--- src/sv/dess_pkg.sv ---
// Shared types, constants and helpers for the delayed event sum scheduler.
package dess_pkg;

  // Field widths and value range
  localparam int VAL_W          = 24;
  localparam int DELAY_W        = 17;
  localparam int TIME_W         = 32;
  localparam int FIRED_W        = 11;
  localparam int VAL_MAX        = 8388607;
  localparam int VAL_MIN        = -8388608;
  localparam int HEAP_DEPTH_DEF = 1024;

  // One heap slot: due time and amplitude
  typedef struct packed {
    logic        [TIME_W-1:0] due;
    logic signed [VAL_W-1:0]  amp;
  } entry_t;

  // Datapath commands issued by the controller
  typedef enum logic [3:0] {
    DP_NOP,
    DP_ACCEPT,
    DP_INSERT,
    DP_UP_READ,
    DP_UP_MOVE,
    DP_PLACE,
    DP_ROOT_READ,
    DP_POP_TAKE,
    DP_LAST_LOAD,
    DP_DN_READ_L,
    DP_DN_LEFT,
    DP_DN_MOVE,
    DP_FINISH
  } dp_op_t;

  // Controller states
  typedef enum logic [3:0] {
    ST_IDLE,
    ST_START,
    ST_UP_CHK,
    ST_UP_CMP,
    ST_ROOT_RD,
    ST_ROOT_CMP,
    ST_LAST_LD,
    ST_DN_RDL,
    ST_DN_RDR,
    ST_DN_CMP,
    ST_DONE
  } ctl_state_t;

  // Datapath status seen by the controller
  typedef struct packed {
    logic ins_ok;     // event nonzero and heap has room
    logic at_root;    // sift index is zero
    logic up_swap;    // held entry is earlier than the parent just read
    logic fill_zero;  // heap is empty
    logic root_due;   // root entry is due at or before now
    logic l_valid;    // left child of sift index exists
    logic dn_move;    // a child is earlier than the held entry
    logic out_free;   // output register can take a new item
  } dp_status_t;

  // Wrap-aware time order: a is before b
  function automatic logic earlier(input logic [TIME_W-1:0] a,
                                   input logic [TIME_W-1:0] b);
    logic [TIME_W-1:0] d;
    d = a - b;
    return d[TIME_W-1];
  endfunction

endpackage

--- src/sv/dess_ctrl.sv ---
// Sequencer for heap insert, due-check, pop and sift steps.
module dess_ctrl
  import dess_pkg::*;
(
  input  logic       clk,
  input  logic       rst,
  input  logic       in_valid,
  output logic       in_stall,
  input  dp_status_t status,
  output dp_op_t     op
);

  ctl_state_t state, state_next;

  // State register
  always_ff @(posedge clk) begin
    if (rst) begin
      state <= ST_IDLE;
    end else begin
      state <= state_next;
    end
  end

  // Next state
  always_comb begin
    state_next = state;
    unique case (state)
      ST_IDLE: begin
        if (in_valid) state_next = ST_START;
      end
      ST_START: begin
        state_next = status.ins_ok ? ST_UP_CHK : ST_ROOT_RD;
      end
      ST_UP_CHK: begin
        state_next = status.at_root ? ST_ROOT_RD : ST_UP_CMP;
      end
      ST_UP_CMP: begin
        state_next = status.up_swap ? ST_UP_CHK : ST_ROOT_RD;
      end
      ST_ROOT_RD: begin
        state_next = status.fill_zero ? ST_DONE : ST_ROOT_CMP;
      end
      ST_ROOT_CMP: begin
        state_next = status.root_due ? ST_LAST_LD : ST_DONE;
      end
      ST_LAST_LD: begin
        state_next = status.fill_zero ? ST_ROOT_RD : ST_DN_RDL;
      end
      ST_DN_RDL: begin
        state_next = status.l_valid ? ST_DN_RDR : ST_ROOT_RD;
      end
      ST_DN_RDR: begin
        state_next = ST_DN_CMP;
      end
      ST_DN_CMP: begin
        state_next = status.dn_move ? ST_DN_RDL : ST_ROOT_RD;
      end
      ST_DONE: begin
        if (status.out_free) state_next = ST_IDLE;
      end
      default: state_next = ST_IDLE;
    endcase
  end

  // Command outputs
  always_comb begin
    op       = DP_NOP;
    in_stall = (state != ST_IDLE);
    unique case (state)
      ST_IDLE: begin
        if (in_valid) op = DP_ACCEPT;
      end
      ST_START: begin
        if (status.ins_ok) op = DP_INSERT;
      end
      ST_UP_CHK: begin
        op = status.at_root ? DP_PLACE : DP_UP_READ;
      end
      ST_UP_CMP: begin
        op = status.up_swap ? DP_UP_MOVE : DP_PLACE;
      end
      ST_ROOT_RD: begin
        if (!status.fill_zero) op = DP_ROOT_READ;
      end
      ST_ROOT_CMP: begin
        if (status.root_due) op = DP_POP_TAKE;
      end
      ST_LAST_LD: begin
        if (!status.fill_zero) op = DP_LAST_LOAD;
      end
      ST_DN_RDL: begin
        op = status.l_valid ? DP_DN_READ_L : DP_PLACE;
      end
      ST_DN_RDR: begin
        op = DP_DN_LEFT;
      end
      ST_DN_CMP: begin
        op = status.dn_move ? DP_DN_MOVE : DP_PLACE;
      end
      ST_DONE: begin
        if (status.out_free) op = DP_FINISH;
      end
      default: op = DP_NOP;
    endcase
  end

endmodule

--- config.mk ---
export PLATFORM = sky130hd
export DESIGN_NAME = dess_ctrl
export DESIGN_NICKNAME = d
export VERILOG_FILES = /design/src/sv/dess_pkg.sv /design/src/sv/dess_ctrl.sv
export SDC_FILE = /design/constraint.sdc
export NUM_CORES = 1
export LEC_CHECK = 0
export BUFFER_PORTS_ARGS = -buffer_cell sky130_fd_sc_hd__buf_4
export CAP_MARGIN = 40
export CELL_PAD_IN_SITES_DETAIL_PLACEMENT = 0
export CELL_PAD_IN_SITES_GLOBAL_PLACEMENT = 2
export CORE_MARGIN = 2
export CORE_UTILIZATION = 22
export CTS_CLUSTER_DIAMETER = 100
export DETAILED_ROUTE_END_ITERATION = 10
export PLACE_DENSITY_LB_ADDON = 0.1
export SYNTH_ARGS = -nofsm -noshare
export SYNTH_HDL_FRONTEND = slang
export SYNTH_SLANG_ARGS = --single-unit
--- constraint.sdc ---
create_clock -name clk -period 1.91 [get_ports clk]
set_input_delay 0.573 -clock clk [delete_from_list [all_inputs] [get_ports clk]]
set_output_delay 0.573 -clock clk [all_outputs]
set_load 0.1 [all_outputs]
Yosys cells after proc, flatten, opt, wreduce, memory -nomap -nowiden
Index checks and enable logic that the tools add are counted.

Register bits: 4. Word-level logic and storage cells: 38.

Eq/ne operators: 12. Mux-type cells: 22. Reductions and logical operators: 3.

Operator list (number): 4-bit case mux with 11 select lines (2); 4-bit two-way mux (9); 3-bit two-way mux (6); 4-bit by 3-bit equality test with 1-bit output, second input constant (4); 4-bit equality test, second input constant (3); 4-bit by 2-bit equality test with 1-bit output, second input constant (2); 2-bit two-way mux (3); 4-bit by 1-bit equality test with 1-bit output, second input constant (1); 4-bit zero test (1); 2-bit != test, second input constant (2); 4-bit nonzero test (1); 1-bit two-way mux (2); 2-bit AND reduction (1).

Longest topological paths before layout
Gate-level depths: netlist of the first run.

Depth after elaboration: 3. Depth in mapped cells: 6. Gate-level depth less buffers: 4.

Least setup slack after synthesis of the first run
OpenSTA, ideal clock, no wires.

Path kind: register to output. From: register state[3]. To: output op[3]. Data arrival time: 3763 ps. Path slack: -2426 ps. Cell stages (with the launch flop): 4. Path buffers: 1. Cell sequence: dfxtp_1 buf_2 inv_1 o41ai_1.

Longest elaborated chain between the ends: 2. Elaborated cells between the ends (all ways): 12. Classes of those cells: 10 x eq/ne; 1 x mux; 1 x reduce/logical.

RTL lines: from (decl) (RTL line dess_ctrl.sv:13) `ctl_state_t state, state_next;`; from (signal assigned) (RTL line dess_ctrl.sv:20) `state <= state_next;`; 4-bit equality test, or another cell as far along (RTL line dess_ctrl.sv:69) `unique case (state)`; 4-bit case mux with 11 select lines (*) (RTL line dess_ctrl.sv:69); to (decl) (RTL line dess_ctrl.sv:10) `output dp_op_t op`.

Every way passes the cells marked *; elsewhere a longest branch is shown, timed or not.

Worst setup path in the final report of the first run
From: input status[6] in the netlist's numbering. To: output op[1].

Longest elaborated chain between the ends: 2.

RTL lines: from (decl) (RTL line dess_ctrl.sv:9) `input dp_status_t status,`; 3-bit two-way mux (RTL line dess_ctrl.sv:77) `op = status.at_root ? DP_PLACE : DP_UP_READ;`; 4-bit case mux with 11 select lines (RTL line dess_ctrl.sv:69).

Every way passes these cells.

==> results of run 1 <==
[synthesized netlist by cell type, types with 2 or more instances]
master	count	area [um^2]
inv_1	5	18.8
nor3b_1	2	15.0
clkbuf_1	4	15.0
dfxtp_1	4	80.1
nor2_1	6	22.5
nand2_1	6	22.5
or3_1	2	12.5
buf_2	2	10.0
nor4b_1	2	17.5
a21oi_1	12	60.1
o21ai_0	5	25.0
nand2b_1	3	18.8
o22ai_1	2	12.5
[layer usage]
layer | vias to the layer above | global-route usage | wire length, um
met4 | 0 | 0.0676 | 0
met2 | 12 | 0.272 | 954
met1 | 336 | 0.207 | 906
met5 | - | 0 | 0
li1 | 358 | - | -
met3 | 0 | 0.0238 | 48
[cell families (layout without fill, tap and decap cells)]
family          Yosys count  count (layout)  synth area share
compound gates           29              29             0.384
flops                     4               4             0.167
buf+inv                  11              53            0.0914
simple gates             30              30             0.358
[critical path, stage by stage]
cell	delay, ns
buf_6	0.09
or4b_4	0.49
a21oi_4	0.14
or3_4	0.14
buf_12	0.16
[where the power goes]
group	switching, mW	internal, mW	total, mW
logic	0.991	0.767	1.76
registers	0.0655	0.130	0.196
clock network	0.0309	0.0700	0.101
[area by class of cell]
class                           count  area share
Multi-Input combinational cell     59       0.456
Timing Repair Buffer               45       0.386
Sequential cell                     4      0.0860
Tap cell                           27      0.0314
Clock buffer                        3      0.0209
Inverter                            5      0.0198
[metrics by stage]
stage	hold WS, ns	cells	setup WS (ns)	util
after floorplan	0.629	74	-0.435	-
after global placement	0.593	133	-0.432	0.431
after detailed placement	0.605	133	-0.394	0.431
after CTS	0.514	139	-0.277	0.506
after global routing	0.516	143	-0.296	0.538
final	0.527	143	-0.265	0.538
[worst paths after layout]
kind | cells past startpoint | start | to | slack (ns)
max | 5 | status[6] | op[1] | -0.26
min | 2 | rst | state[0] | 0.53
min reg2reg | 2 | state[3] | state[0] | 0.56
max reg2reg | 6 | state[3] | state[0] | 0.24
[repair_timing]
action                     4_1_cts  5_1_grt
buffers inserted                 2        4
gates resized for setup         30       10
cloned                           1        0
pin swaps                        5        6
setup endpoints to repair        5        5
==> impl_metrics.json, run 1 <==
{
  "violations": "negative setup slack",
  "clockBufferDepth": 2,
  "finalPower_mw": 2.05,
  "numClockSinks": 4,
  "place_hpwl_mm": 1.35,
  "finClkSkew_ns": 0.00220,
  "irDropWorstVdd_uv": 1110,
  "grt_pass1_wl_mm": 3.14,
  "largestRegisters": "state: 4 flops",
  "p_per_area_mw_per_mm2": 1910,
  "root_buffer": "clkbuf_4",
  "vias": 706,
  "synth_enable_flop_cells": 0,
  "syn2layout_area_growth_pct": 125,
  "clk_latency_ns": 0.23,
  "vias_per_cell": 4.94,
  "io_pins": 16,
  "gr-total-overflow": 0,
  "drtIter0Drc": 7,
  "largest_register_ffs": 4,
  "tightest_slew_ns": 0.439,
  "hold_viol": 0,
  "relSlewSlack": 0.705,
  "cts_tree": "done",
  "status": "complete, but fails checks",
  "multi_input_area_um2": 490,
  "dieArea_mm2": 0.00257,
  "grt_pass1_vias": 673,
  "fin_area_mm2": 0.00108,
  "synth-seq-cells": 4,
  "grt_use_total": 0.163,
  "async_reset_ff_frac": 0,
  "start_kind": "input port",
  "fillers": 203,
  "syn_inst": 74,
  "hold_path.class": "in -> reg",
  "synth_warnings": 0,
  "start_util": 0.239,
  "max_freq_ghz": 0.460,
  "cts.clk_slew.worst_paths_ns": 0.04,
  "required_ns": 1.34,
  "cp_max_fo": 2,
  "wl_per_cell_um": 13.3,
  "core_mm2": 0.00200,
  "die_w_um": 50.7,
  "fin_crit_sh": 1.14,
  "ys_seq_area_frac": 0.167,
  "cp-end-kind": "output port",
  "drc": 0,
  "synth_area_per_cell_um2": 6.48,
  "layout.cells.most_common": "buf_4",
  "regMostFlops": "state",
  "fp.dieH_um": 50.7,
  "ys_types": 32,
  "drive_gt1_frac": 0.664,
  "hold_buffers": 0,
  "routed_wl_mm": 1.91,
  "row_count": 16,
  "ys.flop_type": "dfxtp_1",
  "htree_levels": 1,
  "critPathKind": "in -> out",
  "setup_ws_ns": -0.265,
  "max_cap_viol_count": 0,
  "gp_congestion": 0.803,
  "layout.nets": 129,
  "grt_setup_unrepaired": "true",
  "final_cell_mix": "buf_4 (32), buf_6 (8), nand2_1 (6), a21oi_2 (6), a21oi_1 (6)",
  "numPortBuffers": 15,
  "place_area_um2": 863,
  "synth_area_um2": 479,
  "cts_made_buffers": 3,
  "setup_violations": 5,
  "antenna_cells": 0,
  "ant_nets": 0,
  "leakagePower_nw": 0.423,
  "slew_viol_final": 0,
  "min_period_ns": 2.17,
  "dr.pass1.iters": 4,
  "grt_max_degree": 10,
  "grt_antenna_before_repair": 0,
  "worstPathArrival_ns": 1.60,
  "syn-num-nets": 85,
  "tns_ns": -0.823,
  "final-seq-area_um2": 92.6
}
(Power assumes the default switching activity.)
==> inputs of run 2 (changes only) <==
- SKIP_CTS_REPAIR_TIMING: default -> 1
==> impl_metrics.json, run 2 (synthesis gave the netlist of run 1 again) <==
{
  "gp_congestion": 0.803,
  "stdcell_count": 141,
  "htree_levels": 1,
  "worstPathArrival_ns": 1.63,
  "slew_viol_final": 0,
  "grt_pass1_wl_mm": 2.71,
  "vias_per_cell": 4.89,
  "antenna_cells": 0,
  "cp-end-kind": "output port",
  "place_hpwl_mm": 1.35,
  "leakagePower_nw": 0.409,
  "grt_use_total": 0.140,
  "required_ns": 1.34,
  "numPortBuffers": 15,
  "post-route-util": 0.517,
  "numClockSinks": 4,
  "setup_violations": 5,
  "crit_chain": "buf_6 > or4b_4 > a21oi_2 > or3_4 > buf_12",
  "io_pins": 16,
  "pre_cts_slack_ns": -0.394,
  "start_util": 0.239,
  "hold_path.class": "in -> reg",
  "r2r_start": "state[0]",
  "row_count": 16,
  "root_buffer": "clkbuf_4",
  "cts_tree": "done",
  "hold_viol": 0,
  "cts_made_buffers": 3,
  "largestRegisters": "state: 4 flops",
  "clk_latency_ns": 0.23,
  "layout.cells.most_common": "buf_4",
  "tightest_slew_ns": 0.478,
  "max_cap_viol_count": 0,
  "die_w_um": 50.7,
  "gr-max-usage-layer": "met2",
  "critPathKind": "in -> out",
  "drtIter0Drc": 11,
  "grt_pass1_vias": 605,
  "final_cell_mix": "buf_4 (31), a21oi_1 (7), buf_6 (7), nand2_1 (6), a21oi_2 (6)",
  "status": "complete, but fails checks",
  "drc": 0,
  "fp.dieH_um": 50.7,
  "fin_area_mm2": 0.00103,
  "grt_use_met2": 0.215,
  "place_area_um2": 863,
  "finClkSkew_ns": 0.00289,
  "p_per_area_mw_per_mm2": 1950,
  "drive_gt1_frac": 0.623,
  "dr.pass1.iters": 4,
  "routed_wl_mm": 1.82,
  "violations": "negative setup slack",
  "irDropWorstVdd_uv": 1120,
  "grt_use_met1": 0.189,
  "fin_crit_sh": 1.15,
  "dieArea_mm2": 0.00257,
  "wl_per_cell_um": 12.9,
  "worstHoldPathCells": 2,
  "grt_max_degree": 12,
  "cts.clk_slew.worst_paths_ns": 0.04,
  "relSlewSlack": 0.679,
  "gr-total-overflow": 0,
  "grt_antenna_before_repair": 0,
  "core_mm2": 0.00200,
  "largest_register_ffs": 4,
  "ant_nets": 0,
  "grt_util_met3": 0.0238,
  "regMostFlops": "state",
  "ff2ff_path_depth": 6,
  "hold_start": "rst",
  "syn2layout_area_growth_pct": 116,
  "layout.nets": 127,
  "max_stage_delay_ns": 0.48,
  "place_inst": 133,
  "min_period_ns": 2.20,
  "cp-startpoint": "status[6]",
  "max_freq_ghz": 0.454,
  "clockBufferDepth": 2,
  "vias": 689,
  "cp_max_fo": 2,
  "start_kind": "input port",
  "grt_setup_unrepaired": "true",
  "setup_ws_ns": -0.293,
  "cpMaxStageDelayCell": "or4b_4"
}
==> run 2: cell count changes in the layout (fill, tap and decap cells not counted), sizes merged <==
| cell | previous run | this run |
|---|---|---|
| buf | 45 | 43 |
==> run 2: final timing paths <==
kind | to | slack [ns]
max | op[1] | -0.29
min | state[0] | 0.52
max reg2reg | state[0] | 0.23
min reg2reg | state[0] | 0.57
==> run 2: area by class of cell <==
| cell class | count | area, um^2 |
|---|---|---|
| inverter | 5 | 18.8 |
| fill | 207 | 967 |
| timing repair buffer | 43 | 397 |
| clock buffer | 3 | 22.5 |
| sequential | 4 | 90.1 |
| multi-input combinational | 59 | 473 |
| tap | 27 | 33.8 |
==> run 2: per-stage QoR <==
stage | TNS, ns | hold WS (ns) | total power, mW
floorplan | -0.798 | 0.629 | 1.26
global placement | -1.27 | 0.593 | 1.58
detailed placement | -1.24 | 0.605 | 1.57
CTS | -1.60 | 0.522 | 1.68
global route | -1.07 | 0.517 | 2.12
finish | -0.858 | 0.524 | 2.02
==> run 2: routing by layer <==
metal  share of wire  up-vias
met5               0        -
met4               0        0
met3           0.026        0
met2            0.50       10
met1            0.48      322
li1                -      357
==> run 2: worst max-delay path: cells and delay by family <==
family	cells	cell delay [ns]
and+or+nand+nor	2	0.63
AOI/OAI and AO/OA	1	0.17
buffers and inverters	2	0.25
==> run 2: power breakdown <==
| part | switching [mW] | internal, mW | total (mW) |
|---|---|---|---|
| clock | 0.0311 | 0.0700 | 0.101 |
| sequential | 0.0621 | 0.129 | 0.192 |
| combinational | 0.974 | 0.750 | 1.72 |
| total | 1.07 | 0.949 | 2.02 |
==> inputs of run 3 (changes only) <==
- REMOVE_ABC_BUFFERS: default -> 1
==> impl_metrics.json, run 3 (synthesis gave the netlist of run 1 again) <==
{
  "r2r_setup_slack_ns": 0.29,
  "cts_made_buffers": 3,
  "grt_use_total": 0.144,
  "finClkSkew_ns": 0.000472,
  "leakagePower_nw": 0.401,
  "r2r_start": "state[0]",
  "min_to": "state[0]",
  "largestRegisters": "state: 4 flops",
  "critPathKind": "in -> out",
  "status": "complete, but fails checks",
  "vias_per_cell": 4.75,
  "drc": 0,
  "clockBufferDepth": 2,
  "dr.pass1.iters": 4,
  "hold_path.class": "in -> reg",
  "required_ns": 1.34,
  "relSlewSlack": 0.787,
  "numClockSinks": 4,
  "dieArea_mm2": 0.00257,
  "hold_viol": 0,
  "drive_gt1_frac": 0.588,
  "start_kind": "input port",
  "layout.cells.most_common": "buf_4",
  "vias": 670,
  "final_cell_mix": "buf_4 (31), buf_6 (9), a21oi_1 (8), nand2_1 (6), nor2_1 (6)",
  "cp-end-kind": "output port",
  "cp_max_fo": 2,
  "setup_ws_ns": -0.295,
  "die_w_um": 50.7,
  "core_mm2": 0.00200,
  "grt_pass1_wl_mm": 2.79,
  "final-seq-area_um2": 90.1,
  "numPortBuffers": 15,
  "multi_input_area_um2": 427,
  "clk_latency_ns": 0.23,
  "gr-total-overflow": 0,
  "row_count": 16,
  "grt_setup_unrepaired": "true",
  "syn2layout_area_growth_pct": 104,
  "tns_ns": -0.889,
  "start_util": 0.239,
  "fin_crit_sh": 1.15,
  "hold_start": "rst",
  "worstHoldPathCells": 2,
  "irDropWorstVdd_uv": 1280,
  "fp.dieH_um": 50.7,
  "ant_nets": 0,
  "place_hpwl_mm": 1.36,
  "htree_levels": 1,
  "io_pins": 16,
  "post-route-util": 0.489,
  "max_cap_viol_count": 0,
  "drtIter0Drc": 8,
  "slew_viol_final": 0,
  "violations": "negative setup slack",
  "r2r_end": "state[0]",
  "timing.hold.ws_ns": 0.525,
  "cts_tree": "done",
  "grt_max_degree": 12,
  "tightest_slew_ns": 0.317,
  "fillers": 199,
  "root_buffer": "clkbuf_4",
  "max_freq_ghz": 0.453,
  "grt_antenna_before_repair": 0,
  "antenna_cells": 0,
  "p_per_area_mw_per_mm2": 1950,
  "routed_wl_mm": 1.70,
  "setup_violations": 5,
  "regMostFlops": "state",
  "min_period_ns": 2.21,
  "ff2ff_path_depth": 5,
  "worstPathArrival_ns": 1.63,
  "layout.nets": 127,
  "gp_congestion": 0.833,
  "largest_register_ffs": 4,
  "wl_per_cell_um": 12.0,
  "grt_pass1_vias": 634,
  "cts.clk_slew.worst_paths_ns": 0.04
}
-- run 3: per-layer routing --
metal	track usage	part of all wire
met5	0	0
met4	0.0856	0.030
met3	0.0298	0.036
met2	0.211	0.43
met1	0.193	0.50
-- run 3: worst max-delay path, cell delays in order --
cell	delay (ns)
buf_6	0.09
or4b_4	0.48
a21oi_2	0.18
or3_4	0.15
buf_12	0.16
-- run 3: cell type report --
class / count / area share
inverters: 5 / 0.0192
clock buffers: 3 / 0.0230
multi-input cells: 59 / 0.436
flip-flops and latches: 4 / 0.0920
repair buffers: 43 / 0.396
well taps: 27 / 0.0345
-- run 3: worst max-delay path by stage --
stage / from / endpoint / depth (start not counted)
floorplan: state[3] / op[3] / 2
global placement: status[6] / op[1] / 5
detailed placement: status[4] / op[2] / 6
CTS: status[6] / op[1] / 5
global route: status[4] / op[2] / 6
finish: status[6] / op[1] / 5
-- run 3: power by group --
part           internal (mW)  total [mW]  switching (mW)
Sequential             0.129       0.184          0.0546
Combinational          0.698        1.62           0.926
Clock                 0.0700       0.101          0.0310
Total                  0.897        1.91            1.01
-- run 3: through the flow --
| stage | area, um^2 | total power [mW] | worst slack (ns) | cells |
|---|---|---|---|---|
| finish | 980 | 1.91 | -0.295 | 141 |
| global route | 980 | 2.01 | -0.321 | 141 |
| CTS | 826 | 1.58 | -0.401 | 140 |
| detailed placement | 803 | 1.47 | -0.388 | 137 |
| global placement | 803 | 1.48 | -0.401 | 137 |
| floorplan | 454 | 0.995 | -2.45 | 68 |
